[config.mk]
export PLATFORM = sky130hd
export DESIGN_NAME = script_token_scanner
export DESIGN_NICKNAME = d
export VERILOG_FILES = /design/src/rtl/stt_pkg.sv /design/src/rtl/script_token_scanner.sv /design/src/rtl/stt_front.sv /design/src/rtl/stt_queue.sv /design/src/rtl/stt_back.sv
export SDC_FILE = /design/constraint.sdc
export NUM_CORES = 1
export LEC_CHECK = 0
export BUFFER_PORTS_ARGS = -buffer_cell sky130_fd_sc_hd__clkbuf_2
export CELL_PAD_IN_SITES_DETAIL_PLACEMENT = 1
export CELL_PAD_IN_SITES_GLOBAL_PLACEMENT = 1
export CORE_UTILIZATION = 30
export DETAILED_ROUTE_END_ITERATION = 10
export PLACE_DENSITY_LB_ADDON = 0.1
export SLEW_MARGIN = 20
export SYNTH_ARGS = -nofsm -noshare
export SYNTH_HDL_FRONTEND = slang
export SYNTH_HIERARCHICAL = 1
export SYNTH_SLANG_ARGS = --single-unit
[constraint.sdc]
create_clock -name clk -period 4.4 [get_ports clk]
set_clock_uncertainty 0.15 [all_clocks]
set_input_delay 0.22 -clock clk [delete_from_list [all_inputs] [get_ports clk]]
set_output_delay 0.22 -clock clk [all_outputs]
set_load 0.02 [all_outputs]
[src/rtl/stt_pkg.sv]
package stt_pkg;

    localparam int LINE_BITS = 16;
    localparam int OUT_LINE_BITS = 16;
    localparam int QUEUE_DEPTH = 2;
    localparam int QPTR_BITS = (QUEUE_DEPTH > 1) ? $clog2(QUEUE_DEPTH) : 1;
    localparam int QCNT_BITS = $clog2(QUEUE_DEPTH + 1);

    localparam logic [7:0] CH_DASH    = 8'h2D;
    localparam logic [7:0] CH_SLASH   = 8'h2F;
    localparam logic [7:0] CH_STAR    = 8'h2A;
    localparam logic [7:0] CH_NEWLINE = 8'h0A;
    localparam logic [7:0] CH_QUOTE   = 8'h22;
    localparam logic [7:0] CH_UNDER   = 8'h5F;
    localparam logic [7:0] CH_DOT     = 8'h2E;
    localparam logic [7:0] CH_ZERO    = 8'h30;
    localparam logic [7:0] CH_NINE    = 8'h39;
    localparam logic [7:0] CH_SPACE   = 8'h20;
    localparam logic [7:0] CH_TAB     = 8'h09;
    localparam logic [7:0] CH_CR      = 8'h0D;

    typedef enum logic [1:0] {
        KIND_STRING = 2'd0,
        KIND_NUMBER = 2'd1,
        KIND_SYMBOL = 2'd2,
        KIND_WORD   = 2'd3
    } kind_t;

    typedef enum logic [9:0] {
        MODE_IDLE   = 10'b0000000001,
        MODE_DASH   = 10'b0000000010,
        MODE_SLASH  = 10'b0000000100,
        MODE_DOT    = 10'b0000001000,
        MODE_LINE   = 10'b0000010000,
        MODE_BLOCK  = 10'b0000100000,
        MODE_STAR   = 10'b0001000000,
        MODE_STRING = 10'b0010000000,
        MODE_NUMBER = 10'b0100000000,
        MODE_WORD   = 10'b1000000000
    } mode_t;

    typedef struct packed {
        logic space;
        logic newline;
        logic dash;
        logic slash;
        logic dot;
        logic star;
        logic quote;
        logic digit;
        logic symbol;
    } char_class_t;

    typedef struct packed {
        logic [7:0]  ch;
        logic        eoi;
        char_class_t cls;
    } qitem_t;

endpackage

[src/rtl/script_token_scanner.sv]
// Streaming tokenizer for script source text, one byte per word on the input.
// Input channel: ch and end_of_input with in_valid and in_stall. A word is
// taken at a rising edge with in_valid high and in_stall low. A word with
// end_of_input set flushes the token character still held and returns the
// scanner, line counter included, to its reset state; its ch is ignored.
// Output channel: out_ch, token_kind, first_char, last_char and line_number
// with out_valid and out_stall. Each input word gives zero or one output word.
// Throughput is one input word per cycle unless stalled. The front classifies
// the byte and writes it to a two-entry queue; the back pops one entry per
// cycle into its scan state machine and output register. A token character
// reaches the output register as the byte that completes it is popped, since
// each character is held until the following byte shows whether it ends its
// token. While out_stall is high with a valid output word, it holds, the back
// stops popping and in_stall rises once the queue is full; nothing is dropped.
// Reset clears the scan mode, the held character and the line counter; no
// clearing pass is needed and the first word can be taken right after reset.
module script_token_scanner
(
    input  logic                              clk,
    input  logic                              rst_n,
    input  logic                              in_valid,
    output logic                              in_stall,
    input  logic [7:0]                        ch,
    input  logic                              end_of_input,
    output logic                              out_valid,
    input  logic                              out_stall,
    output logic [7:0]                        out_ch,
    output logic [1:0]                        token_kind,
    output logic                              first_char,
    output logic                              last_char,
    output logic [stt_pkg::OUT_LINE_BITS-1:0] line_number
);

    logic            q_full;
    logic            push;
    stt_pkg::qitem_t push_item;
    logic            pop;
    logic            head_valid;
    stt_pkg::qitem_t head_item;

    stt_front u_front
    (
        .in_valid     (in_valid),
        .ch           (ch),
        .end_of_input (end_of_input),
        .q_full       (q_full),
        .in_stall     (in_stall),
        .push         (push),
        .push_item    (push_item)
    );

    stt_queue u_queue
    (
        .clk        (clk),
        .rst_n      (rst_n),
        .push       (push),
        .push_item  (push_item),
        .full       (q_full),
        .pop        (pop),
        .head_valid (head_valid),
        .head_item  (head_item)
    );

    stt_back u_back
    (
        .clk         (clk),
        .rst_n       (rst_n),
        .head_valid  (head_valid),
        .head_item   (head_item),
        .pop         (pop),
        .out_valid   (out_valid),
        .out_stall   (out_stall),
        .out_ch      (out_ch),
        .token_kind  (token_kind),
        .first_char  (first_char),
        .last_char   (last_char),
        .line_number (line_number)
    );

endmodule

[src/rtl/stt_front.sv]
module stt_front
(
    input  logic            in_valid,
    input  logic [7:0]      ch,
    input  logic            end_of_input,
    input  logic            q_full,
    output logic            in_stall,
    output logic            push,
    output stt_pkg::qitem_t push_item
);

    stt_pkg::char_class_t cls;

    always_comb
    begin
        cls.space   = (ch == stt_pkg::CH_SPACE) ||
                      ((ch >= stt_pkg::CH_TAB) && (ch <= stt_pkg::CH_CR));
        cls.newline = (ch == stt_pkg::CH_NEWLINE);
        cls.dash    = (ch == stt_pkg::CH_DASH);
        cls.slash   = (ch == stt_pkg::CH_SLASH);
        cls.dot     = (ch == stt_pkg::CH_DOT);
        cls.star    = (ch == stt_pkg::CH_STAR);
        cls.quote   = (ch == stt_pkg::CH_QUOTE);
        cls.digit   = (ch >= stt_pkg::CH_ZERO) && (ch <= stt_pkg::CH_NINE);
        cls.symbol  = (ch != stt_pkg::CH_UNDER) &&
                      (((ch >= 8'd33) && (ch <= 8'd47)) ||
                       ((ch >= 8'd58) && (ch <= 8'd64)) ||
                       ((ch >= 8'd91) && (ch <= 8'd96)) ||
                       ((ch >= 8'd123) && (ch <= 8'd126)));
    end

    assign in_stall      = q_full;
    assign push          = in_valid && !q_full;
    assign push_item.ch  = ch;
    assign push_item.eoi = end_of_input;
    assign push_item.cls = cls;

endmodule

[src/rtl/stt_queue.sv]
module stt_queue
(
    input  logic            clk,
    input  logic            rst_n,
    input  logic            push,
    input  stt_pkg::qitem_t push_item,
    output logic            full,
    input  logic            pop,
    output logic            head_valid,
    output stt_pkg::qitem_t head_item
);

    stt_pkg::qitem_t                    entry_reg [stt_pkg::QUEUE_DEPTH];
    logic [stt_pkg::QPTR_BITS-1:0]      wr_ptr_reg;
    logic [stt_pkg::QPTR_BITS-1:0]      wr_ptr_next;
    logic [stt_pkg::QPTR_BITS-1:0]      rd_ptr_reg;
    logic [stt_pkg::QPTR_BITS-1:0]      rd_ptr_next;
    logic [stt_pkg::QCNT_BITS-1:0]      count_reg;
    logic [stt_pkg::QCNT_BITS-1:0]      count_next;
    logic                               do_pop;

    localparam logic [stt_pkg::QPTR_BITS-1:0] LAST_PTR =
        stt_pkg::QPTR_BITS'(stt_pkg::QUEUE_DEPTH - 1);
    localparam logic [stt_pkg::QCNT_BITS-1:0] FULL_COUNT =
        stt_pkg::QCNT_BITS'(stt_pkg::QUEUE_DEPTH);

    assign full       = (count_reg == FULL_COUNT);
    assign head_valid = (count_reg != '0);
    assign head_item  = entry_reg[rd_ptr_reg];
    assign do_pop     = pop && head_valid;

    always_comb
    begin
        wr_ptr_next = wr_ptr_reg;
        rd_ptr_next = rd_ptr_reg;
        count_next  = count_reg;
        if (push)
        begin
            wr_ptr_next = (wr_ptr_reg == LAST_PTR) ? '0 : wr_ptr_reg + 1'b1;
        end
        if (do_pop)
        begin
            rd_ptr_next = (rd_ptr_reg == LAST_PTR) ? '0 : rd_ptr_reg + 1'b1;
        end
        if (push && !do_pop)
        begin
            count_next = count_reg + 1'b1;
        end
        else if (!push && do_pop)
        begin
            count_next = count_reg - 1'b1;
        end
    end

    always_ff @(posedge clk or negedge rst_n)
    begin
        if (!rst_n)
        begin
            wr_ptr_reg <= '0;
            rd_ptr_reg <= '0;
            count_reg  <= '0;
        end
        else
        begin
            wr_ptr_reg <= wr_ptr_next;
            rd_ptr_reg <= rd_ptr_next;
            count_reg  <= count_next;
        end
    end

    always_ff @(posedge clk)
    begin
        if (push)
        begin
            entry_reg[wr_ptr_reg] <= push_item;
        end
    end

endmodule

[src/rtl/stt_back.sv]
module stt_back
(
    input  logic                               clk,
    input  logic                               rst_n,
    input  logic                               head_valid,
    input  stt_pkg::qitem_t                    head_item,
    output logic                               pop,
    output logic                               out_valid,
    input  logic                               out_stall,
    output logic [7:0]                         out_ch,
    output logic [1:0]                         token_kind,
    output logic                               first_char,
    output logic                               last_char,
    output logic [stt_pkg::OUT_LINE_BITS-1:0]  line_number
);

    stt_pkg::mode_t                  mode_reg;
    stt_pkg::mode_t                  mode_next;
    logic [7:0]                      held_char_reg;
    logic [7:0]                      held_char_next;
    logic                            held_valid_reg;
    logic                            held_valid_next;
    stt_pkg::kind_t                  held_kind_reg;
    stt_pkg::kind_t                  held_kind_next;
    logic                            held_first_reg;
    logic                            held_first_next;
    logic                            held_known_last_reg;
    logic                            held_known_last_next;
    logic [stt_pkg::LINE_BITS-1:0]   line_count_reg;
    logic [stt_pkg::LINE_BITS-1:0]   line_count_next;

    logic                            out_valid_reg;
    logic [7:0]                      out_ch_reg;
    stt_pkg::kind_t                  out_kind_reg;
    logic                            out_first_reg;
    logic                            out_last_reg;
    logic [stt_pkg::OUT_LINE_BITS-1:0] out_line_reg;

    logic                            step;
    logic                            emit;
    logic [7:0]                      e_ch;
    stt_pkg::kind_t                  e_kind;
    logic                            e_first;
    logic                            e_last;
    logic                            line_inc;
    logic                            line_clear;
    logic                            do_start;
    logic                            cont;
    logic [7:0]                      b;
    stt_pkg::char_class_t            c;
    logic [stt_pkg::LINE_BITS+stt_pkg::OUT_LINE_BITS-1:0] line_ext;

    assign step = head_valid && (!out_valid_reg || !out_stall);
    assign pop  = step;
    assign b    = head_item.ch;
    assign c    = head_item.cls;

    always_comb
    begin
        mode_next            = mode_reg;
        held_char_next       = held_char_reg;
        held_valid_next      = held_valid_reg;
        held_kind_next       = held_kind_reg;
        held_first_next      = held_first_reg;
        held_known_last_next = held_known_last_reg;
        emit                 = 1'b0;
        e_ch                 = held_char_reg;
        e_kind               = held_kind_reg;
        e_first              = held_first_reg;
        e_last               = held_known_last_reg;
        line_inc             = 1'b0;
        line_clear           = 1'b0;
        do_start             = 1'b0;
        cont                 = 1'b0;

        if (head_item.eoi)
        begin
            if (held_valid_reg)
            begin
                emit   = 1'b1;
                e_last = 1'b1;
            end
            else if (mode_reg == stt_pkg::MODE_DASH || mode_reg == stt_pkg::MODE_SLASH ||
                     mode_reg == stt_pkg::MODE_DOT)
            begin
                emit    = 1'b1;
                e_kind  = stt_pkg::KIND_SYMBOL;
                e_first = 1'b1;
                e_last  = 1'b1;
                e_ch    = (mode_reg == stt_pkg::MODE_DASH)  ? stt_pkg::CH_DASH :
                          (mode_reg == stt_pkg::MODE_SLASH) ? stt_pkg::CH_SLASH :
                                                              stt_pkg::CH_DOT;
            end
            mode_next            = stt_pkg::MODE_IDLE;
            held_char_next       = '0;
            held_valid_next      = 1'b0;
            held_kind_next       = stt_pkg::KIND_STRING;
            held_first_next      = 1'b0;
            held_known_last_next = 1'b0;
            line_clear           = 1'b1;
        end
        else
        begin
            case (mode_reg)
                stt_pkg::MODE_DASH,
                stt_pkg::MODE_DOT:
                begin
                    e_ch = (mode_reg == stt_pkg::MODE_DASH) ? stt_pkg::CH_DASH
                                                            : stt_pkg::CH_DOT;
                    if (mode_reg == stt_pkg::MODE_DASH && c.dash)
                    begin
                        mode_next = stt_pkg::MODE_LINE;
                    end
                    else if (c.digit)
                    begin
                        emit                 = 1'b1;
                        e_kind               = stt_pkg::KIND_NUMBER;
                        e_first              = 1'b1;
                        e_last               = 1'b0;
                        held_char_next       = b;
                        held_kind_next       = stt_pkg::KIND_NUMBER;
                        held_first_next      = 1'b0;
                        held_known_last_next = 1'b0;
                        held_valid_next      = 1'b1;
                        mode_next            = stt_pkg::MODE_NUMBER;
                    end
                    else
                    begin
                        emit     = 1'b1;
                        e_kind   = stt_pkg::KIND_SYMBOL;
                        e_first  = 1'b1;
                        e_last   = 1'b1;
                        do_start = 1'b1;
                    end
                end
                stt_pkg::MODE_SLASH:
                begin
                    if (c.star)
                    begin
                        mode_next = stt_pkg::MODE_BLOCK;
                    end
                    else if (c.slash)
                    begin
                        mode_next = stt_pkg::MODE_LINE;
                    end
                    else
                    begin
                        emit     = 1'b1;
                        e_ch     = stt_pkg::CH_SLASH;
                        e_kind   = stt_pkg::KIND_SYMBOL;
                        e_first  = 1'b1;
                        e_last   = 1'b1;
                        do_start = 1'b1;
                    end
                end
                stt_pkg::MODE_LINE:
                begin
                    if (c.newline)
                    begin
                        line_inc  = 1'b1;
                        mode_next = stt_pkg::MODE_IDLE;
                    end
                end
                stt_pkg::MODE_BLOCK:
                begin
                    if (c.star)
                    begin
                        mode_next = stt_pkg::MODE_STAR;
                    end
                    else if (c.newline)
                    begin
                        line_inc = 1'b1;
                    end
                end
                stt_pkg::MODE_STAR:
                begin
                    if (c.slash)
                    begin
                        mode_next = stt_pkg::MODE_IDLE;
                    end
                    else if (!c.star)
                    begin
                        line_inc  = c.newline;
                        mode_next = stt_pkg::MODE_BLOCK;
                    end
                end
                stt_pkg::MODE_STRING:
                begin
                    emit                 = held_valid_reg;
                    held_char_next       = b;
                    held_kind_next       = stt_pkg::KIND_STRING;
                    held_first_next      = 1'b0;
                    held_known_last_next = c.quote;
                    held_valid_next      = 1'b1;
                    if (c.quote)
                    begin
                        mode_next = stt_pkg::MODE_IDLE;
                    end
                end
                stt_pkg::MODE_NUMBER,
                stt_pkg::MODE_WORD:
                begin
                    if (mode_reg == stt_pkg::MODE_NUMBER)
                    begin
                        cont = c.digit || c.dot;
                    end
                    else
                    begin
                        cont = !c.space && !c.symbol;
                    end
                    emit            = held_valid_reg;
                    e_last          = held_known_last_reg || !cont;
                    held_valid_next = 1'b0;
                    if (cont)
                    begin
                        held_char_next       = b;
                        held_kind_next       = held_kind_reg;
                        held_first_next      = 1'b0;
                        held_known_last_next = 1'b0;
                        held_valid_next      = 1'b1;
                    end
                    else
                    begin
                        do_start = 1'b1;
                    end
                end
                default:
                begin
                    emit            = held_valid_reg;
                    e_last          = 1'b1;
                    held_valid_next = 1'b0;
                    do_start        = 1'b1;
                end
            endcase

            if (do_start)
            begin
                held_first_next      = 1'b1;
                held_known_last_next = 1'b0;
                held_char_next       = b;
                if (c.space)
                begin
                    line_inc  = c.newline;
                    mode_next = stt_pkg::MODE_IDLE;
                end
                else if (c.dash)
                begin
                    mode_next = stt_pkg::MODE_DASH;
                end
                else if (c.slash)
                begin
                    mode_next = stt_pkg::MODE_SLASH;
                end
                else if (c.dot)
                begin
                    mode_next = stt_pkg::MODE_DOT;
                end
                else if (c.quote)
                begin
                    held_kind_next  = stt_pkg::KIND_STRING;
                    held_valid_next = 1'b1;
                    mode_next       = stt_pkg::MODE_STRING;
                end
                else if (c.digit)
                begin
                    held_kind_next  = stt_pkg::KIND_NUMBER;
                    held_valid_next = 1'b1;
                    mode_next       = stt_pkg::MODE_NUMBER;
                end
                else if (c.symbol)
                begin
                    held_kind_next       = stt_pkg::KIND_SYMBOL;
                    held_known_last_next = 1'b1;
                    held_valid_next      = 1'b1;
                    mode_next            = stt_pkg::MODE_IDLE;
                end
                else
                begin
                    held_kind_next  = stt_pkg::KIND_WORD;
                    held_valid_next = 1'b1;
                    mode_next       = stt_pkg::MODE_WORD;
                end
            end
        end
    end

    always_comb
    begin
        line_count_next = line_count_reg;
        if (line_clear)
        begin
            line_count_next = '0;
        end
        else if (line_inc && (line_count_reg != '1))
        begin
            line_count_next = line_count_reg + 1'b1;
        end
    end

    assign line_ext = {{stt_pkg::OUT_LINE_BITS{1'b0}}, line_count_reg};

    always_ff @(posedge clk or negedge rst_n)
    begin
        if (!rst_n)
        begin
            mode_reg            <= stt_pkg::MODE_IDLE;
            held_valid_reg      <= 1'b0;
            held_char_reg       <= '0;
            held_kind_reg       <= stt_pkg::KIND_STRING;
            held_first_reg      <= 1'b0;
            held_known_last_reg <= 1'b0;
            line_count_reg      <= '0;
            out_valid_reg       <= 1'b0;
        end
        else
        begin
            if (step)
            begin
                mode_reg            <= mode_next;
                held_valid_reg      <= held_valid_next;
                held_char_reg       <= held_char_next;
                held_kind_reg       <= held_kind_next;
                held_first_reg      <= held_first_next;
                held_known_last_reg <= held_known_last_next;
                line_count_reg      <= line_count_next;
            end
            if (step && emit)
            begin
                out_valid_reg <= 1'b1;
            end
            else if (!out_stall)
            begin
                out_valid_reg <= 1'b0;
            end
        end
    end

    always_ff @(posedge clk)
    begin
        if (step && emit)
        begin
            out_ch_reg    <= e_ch;
            out_kind_reg  <= e_kind;
            out_first_reg <= e_first;
            out_last_reg  <= e_last;
            out_line_reg  <= line_ext[stt_pkg::OUT_LINE_BITS-1:0];
        end
    end

    assign out_valid   = out_valid_reg;
    assign out_ch      = out_ch_reg;
    assign token_kind  = out_kind_reg;
    assign first_char  = out_first_reg;
    assign last_char   = out_last_reg;
    assign line_number = out_line_reg;

endmodule

==> results by group <==
Synthesis
  – Share of the synthesized area in the top cell type: a little over a third
  – Mean Syn Cell Area: 11.33 sq um
  – Largest area contributor in the netlist: edfxtp_1
  – Syn Std Cell Area: 5415 sq um
  – Ys async rst share: between 40 and 50%
  – Syn_nets: 493
  – Synthesized instance count: 478
  – Synth warnings: 6
  – Post-synth EDFFs: 64
  – Sequential area share after synthesis: 55.85%
  – Seq cells post-synth: 108
  – Most area-consuming cells after synthesis: edfxtp_1, dfrtp_1, o21ai_0
  – Ys flop type: edfxtp_1
  – Library cells used by synthesis: 78

Timing
  – Hold Violations, Final: 0
  – Minimum clock period: about 3.6 ns
  – Max transition margin: 29.36%
  – RSZ-0062 raised after global routing: false
  – Setup TNS: 0 ns
  – Final worst setup slack: 0.7546 ns
  – Hold slack: 0.02206 ns
  – Final worst-path cycle share: 82.85%
  – Max frequency: 0.2743 GHz
  – Worst-Margin Slew: approximately 1.1 ns
  – Max-slew violation count: 0
  – Final setup vio count: 0

Cells and area
  – Share of layout cells above drive strength 1: 20.16%
  – Area of the multi-input gates: roughly 2100 sq um
  – Layout area overhead: 12.27%
  – Storage cell area: 3024 sq um
  – Final #Nets: 521
  – Max FFs per register: 36
  – Cell area after layout: 6080 sq um
  – Antenna fix cells: 0
  – Final std cells w/o fill: 736
  – Number of fill cells: 1935
  – Most common cell after layout, fill and taps aside: edfxtp_1
  – Commonest cells after routing, fill and taps aside: edfxtp_1, nand2_1, dfrtp_1, clkbuf_2, o21ai_0

GRT
  – GRT Total Usage: between 10% and 20%
  – Initial antenna violation count: 0
  – Largest net degree at the start of global routing: 45
  – First-pass GRT wire length: 21900 um
  – Number of global-route vias before repair: 3878
  – Grt ovf: 0

Worst setup path
  – CP Cell Sequence: mux2_4 > nor2_1 > mux2i_1 > a211oi_2 > nand3_1 > a2111oi_0 > a21oi_1
  – Max stage delay on crit path: 0.87 ns
  – Critical path required time: 4.30 ns
  – Crit path arrival time: roughly 3.6 ns
  – CP max stage cell: a2111oi_0
  – Kind of capture point of the worst setup path: register
  – Critical path launch point type: register
  – Worst r2r path cells: 7
  – Critical path class: register to register
  – CP max FO: 12

Min path
  – Worst Hold Class: input pin to register
  – Hold Crit Depth: 1

CTS
  – Clock Root Buffer: clkbuf_16
  – Clk slew on worst S/H paths: ~0.080 ns
  – Max clock buf depth: 2
  – CTS tree: built
  – Post-cts resize count: 0
  – Total CTS buffers: 9
  – Clk sinks: 108
  – H-tree levels: 3
  – Worst-Skew Late Latency: 0.36 ns

Route
  – WL per Instance: between 15 and 20 um
  – DR iter-0 viols: 179
  – Final wirelength: 13610 um
  – DRT antenna net count: 0
  – Pre-antenna DRT Iters: 4
  – Met3 Wirelength: around 380 um
  – Vias/cell: 5.194
  – Vias: 3823
  – WL met2: 6684 um
  – M1 WL: 6374 um
  – DR top layer: met4
  – Drc violations: 0

Die
  – Core Box Area: ~17000 sq um
  – Die H: 136.4 um
  – Io pins: 43
  – DIE WIDTH: 136.4 um
  – Die area: between 15000 and 20000 sq um
  – Starting Density: approximately 31%
  – Row cnt: 48

Placed design
  – Final HPWL DP: 9656 um
  – DP Worst Slack: between 0.8 and 0.9 ns
  – Placed insts: 715
  – IO Port Bufs: 42
  – GPL Wtd Cong: 0.8210
  – Post-DP Area: 5718 sq um

Pwr
  – VDD IR max: between 0.2 and 0.3 mV
  – Cell Pwr Density: around 700 nW/um^2
  – Lkg Pwr: 2.354 nW

Status
  – Status: finished clean

Job
  – Max-cap violations: 0
## worst max-delay path: cells and delay by family, from the launching register on
family	cells	cell delay (ns)
AOI/OAI and AO/OA	3	1.49
DFF	1	0.72
muxes	2	0.54
and+or+nand+nor	2	0.42
## path summary, 6_finish.rpt
kind / slack [ns] / startpoint / end
max in group asynchronous: 3.32 / rst_n / u_back/held_char_reg[2]$_DFFE_PN0P_
worst min-delay path: 0.02 / ch[5] / u_queue/entry_reg[0][15]$_DFFE_PP_
worst min register to register: 0.32 / u_back/held_char_reg[6]$_DFFE_PN0P_ / u_back/held_char_reg[6]$_DFFE_PN0P_
min in group asynchronous: 0.34 / rst_n / u_back/mode_reg[6]$_DFFE_PN0P_
worst max-delay path: 0.75 / u_queue/rd_ptr_reg$_DFFE_PN0P_ / u_back/token_kind[1]$_DFFE_PP_
worst max register to register: 0.75 / u_queue/rd_ptr_reg$_DFFE_PN0P_ / u_back/token_kind[1]$_DFFE_PP_
## metal layers
metal / track usage [%] / up-vias
li1: - / 1833
met5: 0 / -
met2: 26.37 / 53
met3: 3.020 / 18
met4: 4.444 / 0
met1: 20.76 / 1919
## power by group
part	switching, mW	total, mW	leakage [nW]	internal [mW]
sequential	0.197	1.65	1.20	1.45
clock	0.412	0.867	0.148	0.455
combinational	1.17	1.73	1.00	0.559
## cell families after synthesis
logic type,count (synthesis),synth area share (%)
buf+inv,42,4.644
flops,108,55.85
xor+xnor,10,1.617
mux,21,4.945
compound gates,103,12.64
fa+ha+maj,2,0.4620
simple gates,192,19.85
## per-stage QoR
| stage | total power, mW | util, % |
|---|---|---|
| floorplan | 2.911 | - |
| global placement | 3.397 | 32.72 |
| detailed placement | 3.431 | 32.72 |
| CTS | 4.312 | 34.79 |
| global route | 4.538 | 34.79 |
| finish | 4.246 | 34.79 |
## final cells by class
| class | count | area share (%) |
|---|---|---|
| Clock inverter | 6 | 1.358 |
| Clock buffer | 10 | 3.766 |
| Tap cell | 225 | 4.631 |
| Inverter | 8 | 0.4939 |
| Sequential cell | 108 | 49.74 |
| Timing Repair Buffer | 51 | 4.775 |
| Multi-Input combinational cell | 328 | 35.23 |
## Yosys cell counts, types with 9 or more instances
master,instances
nor3_1,12
nor2_1,21
mux2_4,9
dfrtp_1,43
o21ai_0,39
edfxtp_1,64
nand2_1,52
nand3_1,21
or3_1,14
a21oi_1,21
clkbuf_1,14
nor2b_1,10
mux2_2,10
nand4_1,9
buf_4,12
## repair_timing
action | CTS | global route
buffers inserted | 0 | 0
hold buffers | 5 | 0
hold endpoints to repair | 50 | 0
(Power assumes the default switching activity.)
